**src/rtl/i2cms_pkg.sv**
```systemverilog
package i2cms_pkg;

  typedef enum logic [2:0] {
    PH_IDLE  = 3'd0,
    PH_START = 3'd1,
    PH_ADDR  = 3'd2,
    PH_DATA  = 3'd3,
    PH_LAST  = 3'd4,
    PH_STOP  = 3'd5
  } phase_t;

  typedef enum logic [2:0] {
    CMD_NONE    = 3'd0,
    CMD_START   = 3'd1,
    CMD_SEND    = 3'd2,
    CMD_RX_ACK  = 3'd3,
    CMD_RX_NACK = 3'd4,
    CMD_STOP    = 3'd5
  } cmd_t;

  typedef enum logic [2:0] {
    E_OK      = 3'd0,
    E_NOTIDLE = 3'd1,
    E_START   = 3'd2,
    E_ADDR    = 3'd3,
    E_DATA    = 3'd4,
    E_STOPTO  = 3'd5
  } err_t;

  localparam logic [1:0] OP_BEGIN = 2'd0;
  localparam logic [1:0] OP_EVENT = 2'd1;
  localparam logic [1:0] OP_TICK  = 2'd2;

  localparam logic [1:0] K_WRITE = 2'd0;
  localparam logic [1:0] K_READ  = 2'd1;
  localparam logic [1:0] K_PROBE = 2'd2;
  localparam logic [1:0] K_ALIAS = 2'd3;

  localparam logic [7:0] ST_IDLE      = 8'hF8;
  localparam logic [7:0] ST_START     = 8'h08;
  localparam logic [7:0] ST_ADDR_W    = 8'h18;
  localparam logic [7:0] ST_DATA_W    = 8'h28;
  localparam logic [7:0] ST_ADDR_R    = 8'h40;
  localparam logic [7:0] ST_DATA_ACK  = 8'h50;
  localparam logic [7:0] ST_DATA_NACK = 8'h58;
  localparam logic [7:0] READ_BIT     = 8'h01;

  localparam logic [15:0] TIMEOUT_RESET = 16'hFFFF;

  typedef struct packed {
    logic [1:0] op;
    logic [1:0] kind;
    logic [7:0] address;
    logic [7:0] length;
    logic [7:0] status;
    logic [7:0] data;
  } in_item_t;

  typedef struct packed {
    logic [2:0] command;
    logic [7:0] tx_byte;
    logic       rx_valid;
    logic [7:0] rx_byte;
    logic       done_res;
    logic       success;
    logic [2:0] error_code;
  } out_item_t;

endpackage

```
**src/rtl/i2cms_in_if.sv**
```systemverilog
interface i2cms_in_if;
  logic       valid;
  logic       ready;
  logic [1:0] op;
  logic [1:0] kind;
  logic [7:0] address;
  logic [7:0] length;
  logic [7:0] status;
  logic [7:0] data;

  modport source (output valid, op, kind, address, length, status, data, input ready);
  modport sink   (input valid, op, kind, address, length, status, data, output ready);
endinterface

```
**src/rtl/i2cms_out_if.sv**
```systemverilog
interface i2cms_out_if;
  logic       valid;
  logic       ready;
  logic [2:0] command;
  logic [7:0] tx_byte;
  logic       rx_valid;
  logic [7:0] rx_byte;
  logic       done_res;
  logic       success;
  logic [2:0] error_code;

  modport source (output valid, command, tx_byte, rx_valid, rx_byte, done_res, success,
                  error_code, input ready);
  modport sink   (input valid, command, tx_byte, rx_valid, rx_byte, done_res, success,
                  error_code, output ready);
endinterface

```
**src/rtl/i2c_master_transaction_sequencer.sv**
```systemverilog
// a request is held in the input register, decoded by the core, and its result registered in the result register
// throughput: one request per cycle while the result is taken, set by the input register and result register pair
// a stalled result holds, and the input register still takes one more request
// reset (rst, synchronous): sequencer idle, no request or result held,
// timeout limit back to 65535
module i2c_master_transaction_sequencer (
  input  logic        clk,
  input  logic        rst,
  input  logic        wr_en,
  input  logic [15:0] wr_data,
  i2cms_in_if.sink    item,
  i2cms_out_if.source result
);
  import i2cms_pkg::*;

  in_item_t  in_item;
  in_item_t  held_item;
  out_item_t res;
  out_item_t out_item;
  logic      held_valid;
  logic      advance;

  assign in_item.op      = item.op;
  assign in_item.kind    = item.kind;
  assign in_item.address = item.address;
  assign in_item.length  = item.length;
  assign in_item.status  = item.status;
  assign in_item.data    = item.data;

  i2cms_in_reg u_in_reg (
    .clk        (clk),
    .rst        (rst),
    .in_valid   (item.valid),
    .in_ready   (item.ready),
    .in_item    (in_item),
    .advance    (advance),
    .held_valid (held_valid),
    .held_item  (held_item)
  );

  i2cms_core u_core (
    .clk     (clk),
    .rst     (rst),
    .wr_en   (wr_en),
    .wr_data (wr_data),
    .fire    (advance),
    .item    (held_item),
    .res     (res)
  );

  i2cms_out_reg u_out_reg (
    .clk        (clk),
    .rst        (rst),
    .held_valid (held_valid),
    .res        (res),
    .advance    (advance),
    .out_valid  (result.valid),
    .out_ready  (result.ready),
    .out_item   (out_item)
  );

  assign result.command    = out_item.command;
  assign result.tx_byte    = out_item.tx_byte;
  assign result.rx_valid   = out_item.rx_valid;
  assign result.rx_byte    = out_item.rx_byte;
  assign result.done_res   = out_item.done_res;
  assign result.success    = out_item.success;
  assign result.error_code = out_item.error_code;

endmodule

```
**src/rtl/i2cms_in_reg.sv**
```systemverilog
module i2cms_in_reg (
  input  logic                clk,
  input  logic                rst,
  input  logic                in_valid,
  output logic                in_ready,
  input  i2cms_pkg::in_item_t in_item,
  input  logic                advance,
  output logic                held_valid,
  output i2cms_pkg::in_item_t held_item
);
  import i2cms_pkg::*;

  logic     valid;
  in_item_t item;

  // refill in the same cycle the held request moves on
  assign in_ready   = !valid || advance;
  assign held_valid = valid;
  assign held_item  = item;

  always_ff @(posedge clk) begin
    if (rst) begin
      valid <= 1'b0;
    end else if (in_ready) begin
      valid <= in_valid;
    end
  end

  always_ff @(posedge clk) begin
    if (in_ready && in_valid) begin
      item <= in_item;
    end
  end

endmodule

```
**src/rtl/i2cms_core.sv**
```systemverilog
module i2cms_core (
  input  logic                 clk,
  input  logic                 rst,
  input  logic                 wr_en,
  input  logic [15:0]          wr_data,
  input  logic                 fire,
  input  i2cms_pkg::in_item_t  item,
  output i2cms_pkg::out_item_t res
);
  import i2cms_pkg::*;

  logic [15:0] timeout_limit;
  phase_t      phase, phase_next;
  logic [1:0]  transfer_kind, transfer_kind_next;
  logic [7:0]  bytes_left, bytes_left_next;
  logic [15:0] wait_count, wait_count_next;
  err_t        pending_error, pending_error_next;
  logic [7:0]  saved_address, saved_address_next;

  logic [16:0] wait_inc;
  logic [15:0] wait_sat;
  logic        expired;
  logic [7:0]  bytes_dec;
  logic [1:0]  kind_eff;
  err_t        fin_err;
  err_t        ph_err;

  always_comb begin
    wait_inc = {1'b0, wait_count} + 17'd1;
    wait_sat = wait_inc[16] ? 16'hFFFF : wait_inc[15:0];
    expired  = (wait_sat >= timeout_limit);
    bytes_dec = bytes_left - 8'd1;
    kind_eff = (item.kind == K_ALIAS) ? K_PROBE : item.kind;
    fin_err  = (pending_error != E_OK) ? pending_error : E_STOPTO;
    unique case (phase)
      PH_START: ph_err = E_START;
      PH_ADDR:  ph_err = E_ADDR;
      default:  ph_err = E_DATA;
    endcase
  end

  always_comb begin
    phase_next         = phase;
    transfer_kind_next = transfer_kind;
    bytes_left_next    = bytes_left;
    wait_count_next    = wait_count;
    pending_error_next = pending_error;
    saved_address_next = saved_address;
    res                = '0;

    if (item.op == OP_BEGIN) begin
      if (phase == PH_IDLE) begin
        if (item.status != ST_IDLE) begin
          res.done_res       = 1'b1;
          res.error_code     = E_NOTIDLE;
          pending_error_next = E_OK;
          wait_count_next    = '0;
        end else begin
          transfer_kind_next = kind_eff;
          if (kind_eff == K_PROBE) begin
            bytes_left_next    = 8'd1;
            saved_address_next = item.address | READ_BIT;
          end else begin
            bytes_left_next    = (kind_eff == K_READ && item.length == 8'd0) ? 8'd1
                                                                             : item.length;
            saved_address_next = item.address;
          end
          pending_error_next = E_OK;
          res.command        = CMD_START;
          phase_next         = PH_START;
          wait_count_next    = '0;
        end
      end
    end else if (item.op == OP_EVENT || item.op == OP_TICK) begin
      if (phase == PH_STOP) begin
        if (item.status == ST_IDLE) begin
          res.done_res       = 1'b1;
          res.success        = (pending_error == E_OK);
          res.error_code     = pending_error;
          phase_next         = PH_IDLE;
          pending_error_next = E_OK;
          wait_count_next    = '0;
        end else if (item.op == OP_TICK) begin
          if (expired) begin
            res.done_res       = 1'b1;
            res.error_code     = fin_err;
            phase_next         = PH_IDLE;
            pending_error_next = E_OK;
            wait_count_next    = '0;
          end else begin
            wait_count_next = wait_sat;
          end
        end
      end else if (phase != PH_IDLE) begin
        if (item.op == OP_TICK) begin
          if (expired) begin
            pending_error_next = ph_err;
            res.command        = CMD_STOP;
            phase_next         = PH_STOP;
            wait_count_next    = '0;
          end else begin
            wait_count_next = wait_sat;
          end
        end else begin
          // every phase branch below issues a command, which clears the wait count; the default branch keeps it
          wait_count_next = '0;
          unique case (phase)
            PH_START: begin
              if (item.status != ST_START) begin
                pending_error_next = E_START;
                res.command        = CMD_STOP;
                phase_next         = PH_STOP;
              end else begin
                res.tx_byte = saved_address;
                res.command = CMD_SEND;
                phase_next  = PH_ADDR;
              end
            end
            PH_ADDR, PH_DATA: begin
              if (transfer_kind == K_WRITE) begin
                if (item.status != ((phase == PH_ADDR) ? ST_ADDR_W : ST_DATA_W)) begin
                  pending_error_next = ph_err;
                  res.command        = CMD_STOP;
                  phase_next         = PH_STOP;
                end else if (bytes_left == 8'd0) begin
                  pending_error_next = E_OK;
                  res.command        = CMD_STOP;
                  phase_next         = PH_STOP;
                end else begin
                  res.tx_byte     = item.data;
                  bytes_left_next = bytes_dec;
                  res.command     = CMD_SEND;
                  phase_next      = PH_DATA;
                end
              end else if (phase == PH_ADDR) begin
                if (item.status != ST_ADDR_R) begin
                  pending_error_next = E_ADDR;
                  res.command        = CMD_STOP;
                  phase_next         = PH_STOP;
                end else if (transfer_kind == K_READ && bytes_left > 8'd1) begin
                  res.command = CMD_RX_ACK;
                  phase_next  = PH_DATA;
                end else begin
                  res.command = CMD_RX_NACK;
                  phase_next  = PH_LAST;
                end
              end else begin
                if (item.status != ST_DATA_ACK) begin
                  pending_error_next = E_DATA;
                  res.command        = CMD_STOP;
                  phase_next         = PH_STOP;
                end else begin
                  res.rx_valid    = 1'b1;
                  res.rx_byte     = item.data;
                  bytes_left_next = bytes_dec;
                  if (bytes_dec > 8'd1) begin
                    res.command = CMD_RX_ACK;
                    phase_next  = PH_DATA;
                  end else begin
                    res.command = CMD_RX_NACK;
                    phase_next  = PH_LAST;
                  end
                end
              end
            end
            PH_LAST: begin
              if (item.status != ST_DATA_NACK) begin
                pending_error_next = E_DATA;
              end else begin
                // a probe byte is discarded
                if (transfer_kind == K_READ) begin
                  res.rx_valid = 1'b1;
                  res.rx_byte  = item.data;
                end
                bytes_left_next    = 8'd0;
                pending_error_next = E_OK;
              end
              res.command = CMD_STOP;
              phase_next  = PH_STOP;
            end
            default: begin
              wait_count_next = wait_count;
            end
          endcase
        end
      end
    end
  end

  always_ff @(posedge clk) begin
    if (rst) begin
      timeout_limit <= TIMEOUT_RESET;
    end else if (wr_en) begin
      timeout_limit <= wr_data;
    end
  end

  always_ff @(posedge clk) begin
    if (rst) begin
      phase         <= PH_IDLE;
      transfer_kind <= K_WRITE;
      bytes_left    <= '0;
      wait_count    <= '0;
      pending_error <= E_OK;
      saved_address <= '0;
    end else if (fire) begin
      phase         <= phase_next;
      transfer_kind <= transfer_kind_next;
      bytes_left    <= bytes_left_next;
      wait_count    <= wait_count_next;
      pending_error <= pending_error_next;
      saved_address <= saved_address_next;
    end
  end

  a_idle_no_pending: assert property (@(posedge clk) disable iff (rst)
    phase == PH_IDLE |-> pending_error == E_OK)
    else $error("error pending while idle");

  a_done_goes_idle: assert property (@(posedge clk) disable iff (rst)
    fire && res.done_res |=> phase == PH_IDLE)
    else $error("transaction finished but sequencer not idle");

  a_rx_only_read: assert property (@(posedge clk) disable iff (rst)
    fire && res.rx_valid |-> transfer_kind == K_READ)
    else $error("received byte reported outside a read");

  a_read_data_count: assert property (@(posedge clk) disable iff (rst)
    phase == PH_DATA && transfer_kind == K_READ |-> bytes_left > 8'd1)
    else $error("read data phase with too few bytes left");

endmodule

```
**src/rtl/i2cms_out_reg.sv**
```systemverilog
module i2cms_out_reg (
  input  logic                 clk,
  input  logic                 rst,
  input  logic                 held_valid,
  input  i2cms_pkg::out_item_t res,
  output logic                 advance,
  output logic                 out_valid,
  input  logic                 out_ready,
  output i2cms_pkg::out_item_t out_item
);
  import i2cms_pkg::*;

  logic      valid;
  out_item_t item;
  logic      load_ok;

  assign load_ok   = !valid || out_ready;
  assign advance   = held_valid && load_ok;
  assign out_valid = valid;
  assign out_item  = item;

  always_ff @(posedge clk) begin
    if (rst) begin
      valid <= 1'b0;
    end else if (load_ok) begin
      valid <= held_valid;
    end
  end

  always_ff @(posedge clk) begin
    if (advance) begin
      item <= res;
    end
  end

endmodule
```
**src/flat_wrapper.sv**
```systemverilog
// flat-port wrapper written by rule: the top's interface ports become plain ports
module i2c_master_transaction_sequencer_flat import i2cms_pkg::*;
  (clk, rst, wr_en, wr_data, item_valid, item_op, item_kind, item_address, item_length, item_status, item_data, item_ready, result_valid, result_command, result_tx_byte, result_rx_valid, result_rx_byte, result_done_res, result_success, result_error_code, result_ready);
  i2cms_in_if item_i ();
  i2cms_out_if result_i ();
  input  logic clk;
  input  logic rst;
  input  logic wr_en;
  input  logic [15:0] wr_data;
  input wire logic [$bits(item_i.valid)-1:0] item_valid;
  input wire logic [$bits(item_i.op)-1:0] item_op;
  input wire logic [$bits(item_i.kind)-1:0] item_kind;
  input wire logic [$bits(item_i.address)-1:0] item_address;
  input wire logic [$bits(item_i.length)-1:0] item_length;
  input wire logic [$bits(item_i.status)-1:0] item_status;
  input wire logic [$bits(item_i.data)-1:0] item_data;
  output wire logic [$bits(item_i.ready)-1:0] item_ready;
  output wire logic [$bits(result_i.valid)-1:0] result_valid;
  output wire logic [$bits(result_i.command)-1:0] result_command;
  output wire logic [$bits(result_i.tx_byte)-1:0] result_tx_byte;
  output wire logic [$bits(result_i.rx_valid)-1:0] result_rx_valid;
  output wire logic [$bits(result_i.rx_byte)-1:0] result_rx_byte;
  output wire logic [$bits(result_i.done_res)-1:0] result_done_res;
  output wire logic [$bits(result_i.success)-1:0] result_success;
  output wire logic [$bits(result_i.error_code)-1:0] result_error_code;
  input wire logic [$bits(result_i.ready)-1:0] result_ready;
  assign item_i.valid = item_valid;
  assign item_i.op = item_op;
  assign item_i.kind = item_kind;
  assign item_i.address = item_address;
  assign item_i.length = item_length;
  assign item_i.status = item_status;
  assign item_i.data = item_data;
  assign item_ready = item_i.ready;
  assign result_valid = result_i.valid;
  assign result_command = result_i.command;
  assign result_tx_byte = result_i.tx_byte;
  assign result_rx_valid = result_i.rx_valid;
  assign result_rx_byte = result_i.rx_byte;
  assign result_done_res = result_i.done_res;
  assign result_success = result_i.success;
  assign result_error_code = result_i.error_code;
  assign result_i.ready = result_ready;
  i2c_master_transaction_sequencer u_core (.clk(clk), .rst(rst), .wr_en(wr_en), .wr_data(wr_data), .item(item_i), .result(result_i));
endmodule
```
**config.mk**
```make
export PLATFORM = sky130hd
export DESIGN_NAME = i2c_master_transaction_sequencer_flat
export DESIGN_NICKNAME = d
export VERILOG_FILES = /design/src/rtl/i2cms_pkg.sv /design/src/rtl/i2cms_in_if.sv /design/src/rtl/i2cms_out_if.sv /design/src/rtl/i2c_master_transaction_sequencer.sv /design/src/rtl/i2cms_in_reg.sv /design/src/rtl/i2cms_core.sv /design/src/rtl/i2cms_out_reg.sv /design/src/flat_wrapper.sv
export SDC_FILE = /design/constraint.sdc
export NUM_CORES = 1
export LEC_CHECK = 0
export BUFFER_PORTS_ARGS = -buffer_cell sky130_fd_sc_hd__buf_4
export CAP_MARGIN = 20
export CORE_ASPECT_RATIO = 0.8
export CORE_MARGIN = 2
export CORE_UTILIZATION = 40
export CTS_CLUSTER_SIZE = 12
export DETAILED_ROUTE_END_ITERATION = 6
export PLACE_DENSITY = 0.61
export SLEW_MARGIN = 15
export SYNTH_ARGS = -nofsm -noshare
export SYNTH_HDL_FRONTEND = slang
export SYNTH_SLANG_ARGS = --single-unit
export TNS_END_PERCENT = 50
```
**constraint.sdc**
```tcl
create_clock -name clk -period 4.1 [get_ports clk]
set_clock_uncertainty 0.15 [all_clocks]
set_input_delay 0.82 -clock clk [delete_from_list [all_inputs] [get_ports clk]]
set_output_delay 0.82 -clock clk [all_outputs]
set_load 0.05 [all_outputs]
```
# Yosys cells after proc, flatten, opt, wreduce, memory -nomap -nowiden
# Cells that the tools add are included.
# totals
out_inout_bits	27
register_bits	119
in_bits	57
word_cells	205
# op_classes
order_cmp	3
add_sub_neg	2
reduce_logical	32
bitwise	5
n_mux	107
eq_ne	34
# ops
cell	n
two-way mux 16 bit	11
two-way mux 8 bit	19
two-way mux 3 bit	46
two-way mux 9 bit	5
two-way mux 20 bit	2
one-hot mux 8 bit (2 select lines)	2
one-hot mux 3 bit (3 select lines)	3
two-way mux 25 bit	1
inequality test 8 x 7 -> 1 bit, second input constant	3
inequality test 7 bit, second input constant	3
one-hot mux 9 bit (2 select lines)	1
adder 16 x 1 -> 17 bit, second input constant	1
two-way mux 17 bit	1
>= comparator 16 bit	1
> comparator 8 x 1 -> 1 bit, second input constant	2
zero test 8 bit	2
inequality test 4 bit, second input constant	4
AND reduction 13 bit	1
two-way mux 1 bit	12
inequality test 4 x 3 -> 1 bit, second input constant	3
AND reduction 12 bit	1
nonzero test 3 bit	4
AND reduction 9 bit	1
equality test 8 bit, second input constant	1
other kinds (31)	53

# Longest topological paths before layout
# Gate-level depths: netlist of the first run.
# logic_depth
word_depth	12
mapped_depth	16
mapped_depth_nobuf	12

# Cells and area by module
# From an unflattened synthesis of the first run, not the netlist that was laid out.
# unflattened
hier_cells	609
hier_area_um2	6168.4
# by_module_without_submodules
mod	area_per_inst_um2	cells_per_inst	instances	seq_area_each_um2
i2cms_core	4226.6	538	1	1121.1
i2cms_in_reg	1136.1	41	1	1101.1
i2cms_out_reg	805.8	30	1	770.7

# Worst setup path before layout of the first run
# OpenSTA, ideal clock, no wires.
# synth_path
kind	reg2reg
start	register u_core.u_core.wait_count[2]
end	register u_core.u_out_reg.item (netlist bit u_core.u_out_reg.out_item[22]) (data pin)
setup_time_ns	0.265
path_buffers	3
path_stages_with_launch	16
period_less_slack_ns	3.984
slack_ns	0.116
required_ns	3.685
t_arrival_ns	3.569
path_cell_list	dfxtp_1 > buf_2 > nand4_1 > or4b_2 > clkbuf_1 > nor2_1 > xnor2_1 > nand2_1 > ha_1 > a211oi_1 > nor2_1 > a2111oi_0 > o21a_1 > buf_2 > a21oi_1 > or3_1
# synth_lines
element	line	text
start, declared	i2cms_core.sv:16	logic [15:0] wait_count, wait_count_next;
start signal, assigned	i2cms_core.sv:210	wait_count <= wait_count_next;
end signal, assigned	i2cms_out_reg.sv:32	item <= res;
end, declared	i2cms_out_reg.sv:14	out_item_t item;

==> impl_metrics.tcl, run 1 <==
set metrics [dict create \
    tns_ns 0 \
    seqPwrFrac 0.439 \
    yosysMostFrequentCell "nand2_1" \
    syn_inst 661 \
    crit_path_end_kind "flip-flop" \
    vias 5281 \
    cts_buffer_depth 2 \
    slew_violations 0 \
    antenna_found_initial 0 \
    grtUsageTotal 0.195 \
    power.share.clock 0.489 \
    row_count 40 \
    grt_overflow 0 \
    drc 0 \
    hold_ws_ns 0.311 \
    p_int_uw 2350 \
    clkLatencyLatePin_ns 0.42 \
    pin_count 84 \
    grt_pass1_vias 4932 \
    rsz0062_at_grt "false" \
    finalCritPeriodShare 0.949 \
    tightest_slew_ns 0.961 \
    synth_top_cell_area_share 0.296 \
    portBuffers 83 \
    syn-num-nets 742 \
    hold_viol 0 \
    p_leak_uw 0.00298 \
    synthArstFlopShare 0 \
    place.gp.congestion 0.878 \
    vdd_drop_max_mv 0.298 \
    min_path_type "flip-flop to flip-flop" \
    dp_hpwl_um 11400 \
    cp-start-kind "flip-flop" \
    dp.cells 937 \
    syn_area_um2 6190 \
    comb_power_share 0.072 \
    cts_tree "yes" \
    cts.sinks 119 \
    cellPowerDensity_nw_per_um2 392 \
    period_needed_ns 3.89 \
    post_cts_resized 0 \
    synth_sequential_area_ratio 0.484 \
    drt_iter0_drc 440 \
    routed_wl_um 15700 \
    finalSetupViolations 0 \
    fp.dieW_um 143 \
    fmax_mhz 257 \
    clk_pin_slew_ns 0.05 \
    area_growth_pct 24.0 \
    yosysTopAreaCell "edfxtp_1" \
    grt_pass1_wl_um 25100 \
    power.switching_uw 664 \
    antenna_cells 0 \
    synth_seq_cells 119 \
    cts-htree-levels 4 \
    crit_type "flip-flop to flip-flop" \
    swShare 0.221 \
    first_pass_iters 5 \
    drive_above_1_share 0.204 \
    postRouteAntennaNets 0 \
    fin_cells 970 \
    worstPathRequired_ns 4.11 \
    via_per_inst 5.44 \
    synth_edf_count 61 \
    numCtsBuffers 17 \
    synth.distinct_cells 72 \
    cts_setup_buffers 0 \
    die_h_um 115 \
    critPathArrivalTime_ns 3.90 \
    final_nets 828 \
    yosysWarnings 0 \
    ys_top_cells_by_area "edfxtp_1 (30%), dfxtp_1 (19%), nand2_1 (5.7%), ha_1 (4.9%), a21oi_1 (3.9%)" \
    avgRoutedWirePerCell_um 16.2 \
    die_area_um2 16500 \
    syn_area_per_cell_um2 9.36 \
    synth_common_cells "nand2_1 (94), edfxtp_1 (61), dfxtp_1 (58)" \
    status "complete, no violations" \
    maxCapViolations 0 \
    slew_headroom 0.359 \
    grt_max_degree 41 \
    root_buffer "clkbuf_16" \
    worst-path-max-fanout 5 \
    coreArea_um2 15100 \
    synth_ff_type "edfxtp_1" \
    ctsHoldBuffers 0 \
    start_util 0.411 \
]
path summary, 6_finish.rpt:
kind | startpoint | slack, ns | end | cells past startpoint
worst max-delay path | u_core.u_core.wait_count[1]$_SDFFE_PP0P_ | 0.21 | u_core.u_out_reg.out_item[22]$_DFFE_PP_ | 12
worst min-delay path | u_core.u_core.saved_address[6]$_SDFFE_PP0P_ | 0.31 | u_core.u_core.saved_address[6]$_SDFFE_PP0P_ | 2
worst max register to register | u_core.u_core.wait_count[1]$_SDFFE_PP0P_ | 0.21 | u_core.u_out_reg.out_item[22]$_DFFE_PP_ | 12
worst min register to register | u_core.u_core.saved_address[6]$_SDFFE_PP0P_ | 0.31 | u_core.u_core.saved_address[6]$_SDFFE_PP0P_ | 2
worst max-delay path, stage by stage, from the launching register on:
cell and delay, ns:
dfxtp_1 0.40, nand4_1 0.14, or4b_2 0.72, buf_4 0.18, nor4_1 0.17, a21oi_1 0.15
ha_1 0.32, and4_1 0.20, a2111oi_2 0.36, buf_4 0.17, o21a_2 0.18, a21oi_1 0.11
or3_1 0.39
registers in the layout (all words and copies together), names as in the netlist:
| name | flops |
|---|---|
| u_core.u_core.bytes_left | 8 |
| u_core.u_core.pending_error | 3 |
| u_core.u_out_reg.out_valid | 1 |
| u_core.u_core.wait_count | 16 |
| u_core.u_in_reg.held_item | 36 |
| u_core.u_in_reg.held_valid | 1 |
| u_core.u_core.transfer_kind | 2 |
| u_core.u_core.phase | 3 |
| u_core.u_core.saved_address | 8 |
| u_core.u_out_reg.out_item | 25 |
| u_core.u_core.timeout_limit | 16 |
stage by stage:
| stage | utilization | area, um^2 | setup slack [ns] | total power [uW] |
|---|---|---|---|---|
| finish | 0.509 | 7670 | 0.208 | 3010 |
| global route | 0.509 | 7670 | 0.0180 | 3100 |
| CTS | 0.507 | 7640 | 0.00660 | 3030 |
| detailed placement | 0.468 | 7060 | 0.0325 | 1560 |
| global placement | 0.468 | 7060 | 0.108 | 1550 |
| floorplan | - | 6190 | 0.116 | 1470 |
metal layers:
metal  vias to the layer above  routed length, um  part of all wire  track usage
met5                         -                  0                 0            0
met1                      2486               7890              0.50        0.295
met2                       189               6630              0.42        0.272
li1                       2598                  -                 -            -
met4                         0                105            0.0067       0.0607
met3                         8               1100             0.070       0.0483
power groups by stage:
stage	logic [uW]	clock network [uW]	registers, uW
after CTS	216	1490	1320
after detailed placement	215	0	1350
after global routing	236	1540	1330
final	216	1470	1320
after global placement	210	0	1340
after floorplan	98.2	0	1370
cells in the final DEF (no fill, tap or decap), types with 20 or more instances in the layout:
master	count
ha_1	24
nor3_1	20
nand3_1	21
edfxtp_1	61
o21ai_0	26
buf_4	100
a21oi_1	48
nor2_1	50
nand2_1	94
inv_1	28
dfxtp_1	57
layout make-up:
class                   instances  area, um^2
well taps                     210         263
clock buffers                  22         454
fillers                      1345        7390
inverters                      28         105
flip-flops and latches        119        2990
multi-input cells             479        2960
clock inverters                10         130
repair buffers                102         771
cells by family (layout without fill, tap and decap cells):
family	count (synthesis)	count (layout)	share of synthesized area
multiplexers	7	7	0.0138
AND/OR/NAND/NOR	276	276	0.225
XOR/XNOR	11	11	0.0156
AO/OA/AOI/OAI	161	161	0.171
buffers and inverters	63	162	0.0417
flip-flops	119	119	0.484
adder cells (fa/ha/maj)	24	24	0.0485
(Power assumes the default switching activity.)
==> run 2: changes to the inputs <==
Settings changed: ABC_AREA set to 1.
==> run 2 against run 1 <==
  * Count of clock-buffer cells in the layout up 5
  * Register-to-register slack better by 0.26 ns
  * Wire length fell by 11%
  * Non-clock buffer count shrank 14
  * Cell count up 5.2%
  * Synthesized area down 1.1%
  * Clock power fell by 3%
  * Synthesized cell count rose by 10%
==> impl_metrics.tcl, run 2 <==
set metrics [dict create \
    status "complete, no violations" \
    vias 5121 \
    crit_family "simple AND/OR/NAND/NOR gates" \
    r2r_slack_ns 0.47 \
    hold_depth 2 \
    clk_pin_slew_ns 0.05 \
    routed_wl_um 14000 \
    timing.rr.end "u_core.u_core.wait_count[0]$_SDFFE_PP0P_" \
    n_fill_cell 1392 \
    p_leak_uw 0.00334 \
    die_h_um 115 \
    period_needed_ns 3.63 \
    yosysWarnings 0 \
    avgRoutedWirePerCell_um 13.8 \
    grt_max_degree 38 \
    grt_pass1_wl_um 23200 \
    cp-start-kind "flip-flop" \
    post_cts_resized 0 \
    coreArea_um2 15000 \
    finalWorstSetupSlack_ns 0.467 \
    grt_pass1_vias 4800 \
    synthArstFlopShare 0 \
    cellPowerDensity_nw_per_um2 396 \
    crit_path_top_delay_cell "dfxtp_1" \
    clkLatencyLatePin_ns 0.42 \
    antenna_found_initial 0 \
    cts.sinks 119 \
    rsz0062_at_grt "false" \
    layout_commonest_cell "nand2_1" \
    drt_iter0_drc 307 \
    cts_tree "yes" \
    drc 0 \
    ctsHoldBuffers 0 \
    grtUsageTotal 0.183 \
    post-place-ws_ns 0.432 \
    crit_buf_inv 3 \
    die_area_um2 16300 \
    synth.distinct_cells 45 \
    row_count 40 \
    worst-path-max-fanout 16 \
    fp.dieW_um 142 \
    hp-start "u_core.u_core.transfer_kind[1]$_SDFFE_PP0P_" \
    synth_seq_cells 119 \
    cts-htree-levels 4 \
    vdd_drop_max_mv 0.311 \
    area_growth_pct 22.6 \
    pin_count 84 \
    syn_area_per_cell_um2 8.40 \
    min_path_type "flip-flop to flip-flop" \
    tightest_slew_ns 0.738 \
    synth_edf_count 61 \
    final_cell_mix "nand2_1 (128), nor2_1 (95), buf_4 (88)" \
    via_per_inst 5.02 \
    critPathArrivalTime_ns 3.83 \
    yosysTopAreaCell "edfxtp_1" \
    syn_area_um2 6120 \
    synth_top_cell_area_share 0.299 \
    synth_common_cells "nand2_1 (128), nor2_1 (95), inv_1 (82)" \
    root_buffer "clkbuf_16" \
    maxCapViolations 0 \
    drive_above_1_share 0.207 \
    cts_buffer_depth 2 \
    finalCritPeriodShare 0.886 \
    fmax_mhz 275 \
    first_pass_iters 5 \
    synth_sequential_area_ratio 0.489 \
    slew_headroom 0.503 \
    register_area_um2 2990 \
    reg2regPathDepth 20 \
    largest_reg_flops 36 \
    start_util 0.409 \
    r2r_start "u_core.u_core.wait_count[0]$_SDFFE_PP0P_" \
    crit_path_end_kind "flip-flop" \
    yosysMostFrequentCell "nand2_1" \
    worstHoldEndpoint "u_core.u_core.transfer_kind[1]$_SDFFE_PP0P_" \
    dp_hpwl_um 10300 \
    path_cells "ha_1 -> nand2_1 -> nor3_2 -> nand3_1 -> nor2_1 -> inv_1 -> o21ai_0 -> ha_1 -> nand2_1 -> inv_1 -> nand2_1 -> nand2_1 -> nand2_1 -> nand2_1 -> nand2_1 -> nand4_1 -> nor3_4 -> buf_4 -> a22oi_1 -> nor2_1" \
    grt_overflow 0 \
    portBuffers 83 \
    antenna_cells 0 \
    fin_util 0.501 \
    slew_violations 0 \
    final_nets 899 \
    path_common_cell "nand2_1" \
    ys_top_cells_by_area "edfxtp_1 (30%), dfxtp_1 (19%), nand2_1 (7.9%), nor2_1 (5.8%), inv_1 (5.0%)" \
    tns_ns 0 \
    syn_inst 728 \
    multiInputGateArea_um2 2690 \
    cts_setup_buffers 0 \
    crit_type "flip-flop to flip-flop" \
    worstPathRequired_ns 4.29 \
    numCtsBuffers 17 \
    postRouteAntennaNets 0 \
    hold_viol 0 \
    syn-num-nets 809 \
    synth_ff_type "edfxtp_1" \
    place.gp.congestion 0.912 \
    finalSetupViolations 0 \
    max_stage_delay_ns 0.38 \
]
run 2: cell count changes after synthesis, sizes merged, moves of 10 or more:
cell,change
inv,+66
nor2,+58
nand2,+40
o21ai,+27
nand3,+24
clkbuf,-16
o211ai,-16
nor3,-13
a31oi,-12
and2,-10
run 2: final cells by class:
class / instances / area share
inverter: 95 / 0.0479
clock buffer: 27 / 0.0657
timing repair buffer: 88 / 0.0881
tap: 189 / 0.0315
multi-input combinational: 497 / 0.358
sequential: 119 / 0.399
clock inverter: 5 / 0.0100
run 2: logic make-up after synthesis:
kind of cell | after synthesis | share of synthesized area
simple gates | 326 | 0.244
xor+xnor | 7 | 0.0100
compound gates | 140 | 0.135
fa+ha+maj | 24 | 0.0491
buf+inv | 112 | 0.0726
flops | 119 | 0.489
run 2: worst max-delay path by stage:
| stage | from | endpoint | slack [ns] | depth (start not counted) |
|---|---|---|---|---|
| detailed placement | u_core.u_core.wait_count[0]$_SDFFE_PP0P_ | u_core.u_core.wait_count[1]$_SDFFE_PP0P_ | 0.43 | 20 |
| finish | u_core.u_core.wait_count[0]$_SDFFE_PP0P_ | u_core.u_core.wait_count[0]$_SDFFE_PP0P_ | 0.47 | 20 |
| floorplan | u_core.u_core.wait_count[0]$_SDFFE_PP0P_ | u_core.u_core.wait_count[12]$_SDFFE_PP0P_ | 0.96 | 18 |
| global placement | u_core.u_core.wait_count[0]$_SDFFE_PP0P_ | u_core.u_core.wait_count[4]$_SDFFE_PP0P_ | 0.68 | 19 |
| global route | u_core.u_core.wait_count[0]$_SDFFE_PP0P_ | u_core.u_core.wait_count[2]$_SDFFE_PP0P_ | 0.11 | 20 |
| CTS | u_core.u_core.wait_count[0]$_SDFFE_PP0P_ | u_core.u_core.wait_count[1]$_SDFFE_PP0P_ | 0.33 | 20 |
run 2: layer usage:
layer / GRT usage / up-vias / share of wire
li1: - / 2623 / -
met1: 0.259 / 2333 / 0.50
met2: 0.266 / 149 / 0.43
met3: 0.0565 / 16 / 0.064
met4: 0.0613 / 0 / 0.013
met5: 0 / - / 0
run 2: power breakdown:
| part | leakage (uW) | switching [uW] | internal [uW] |
|---|---|---|---|
| clock | 0.000279 | 488 | 938 |
| sequential | 0.00107 | 18.3 | 1300 |
| combinational | 0.00199 | 140 | 83.3 |
run 2: worst min-delay path: cells and delay by family, from the launching register on:
kind / cells / cell delay (ns)
DFF: 1 / 0.32
buffers and inverters: 1 / 0.05
AOI/OAI and AO/OA: 1 / 0.05
run 2: metrics by stage:
step,total power (uW),instance area (um^2),hold slack (ns),instances
global placement,1560,6930,0.298,988
CTS,3000,7500,0.317,1020
detailed placement,1560,6930,0.308,988
finish,2970,7500,0.315,1020
global route,3070,7500,0.334,1020
floorplan,1470,6120,0.285,728
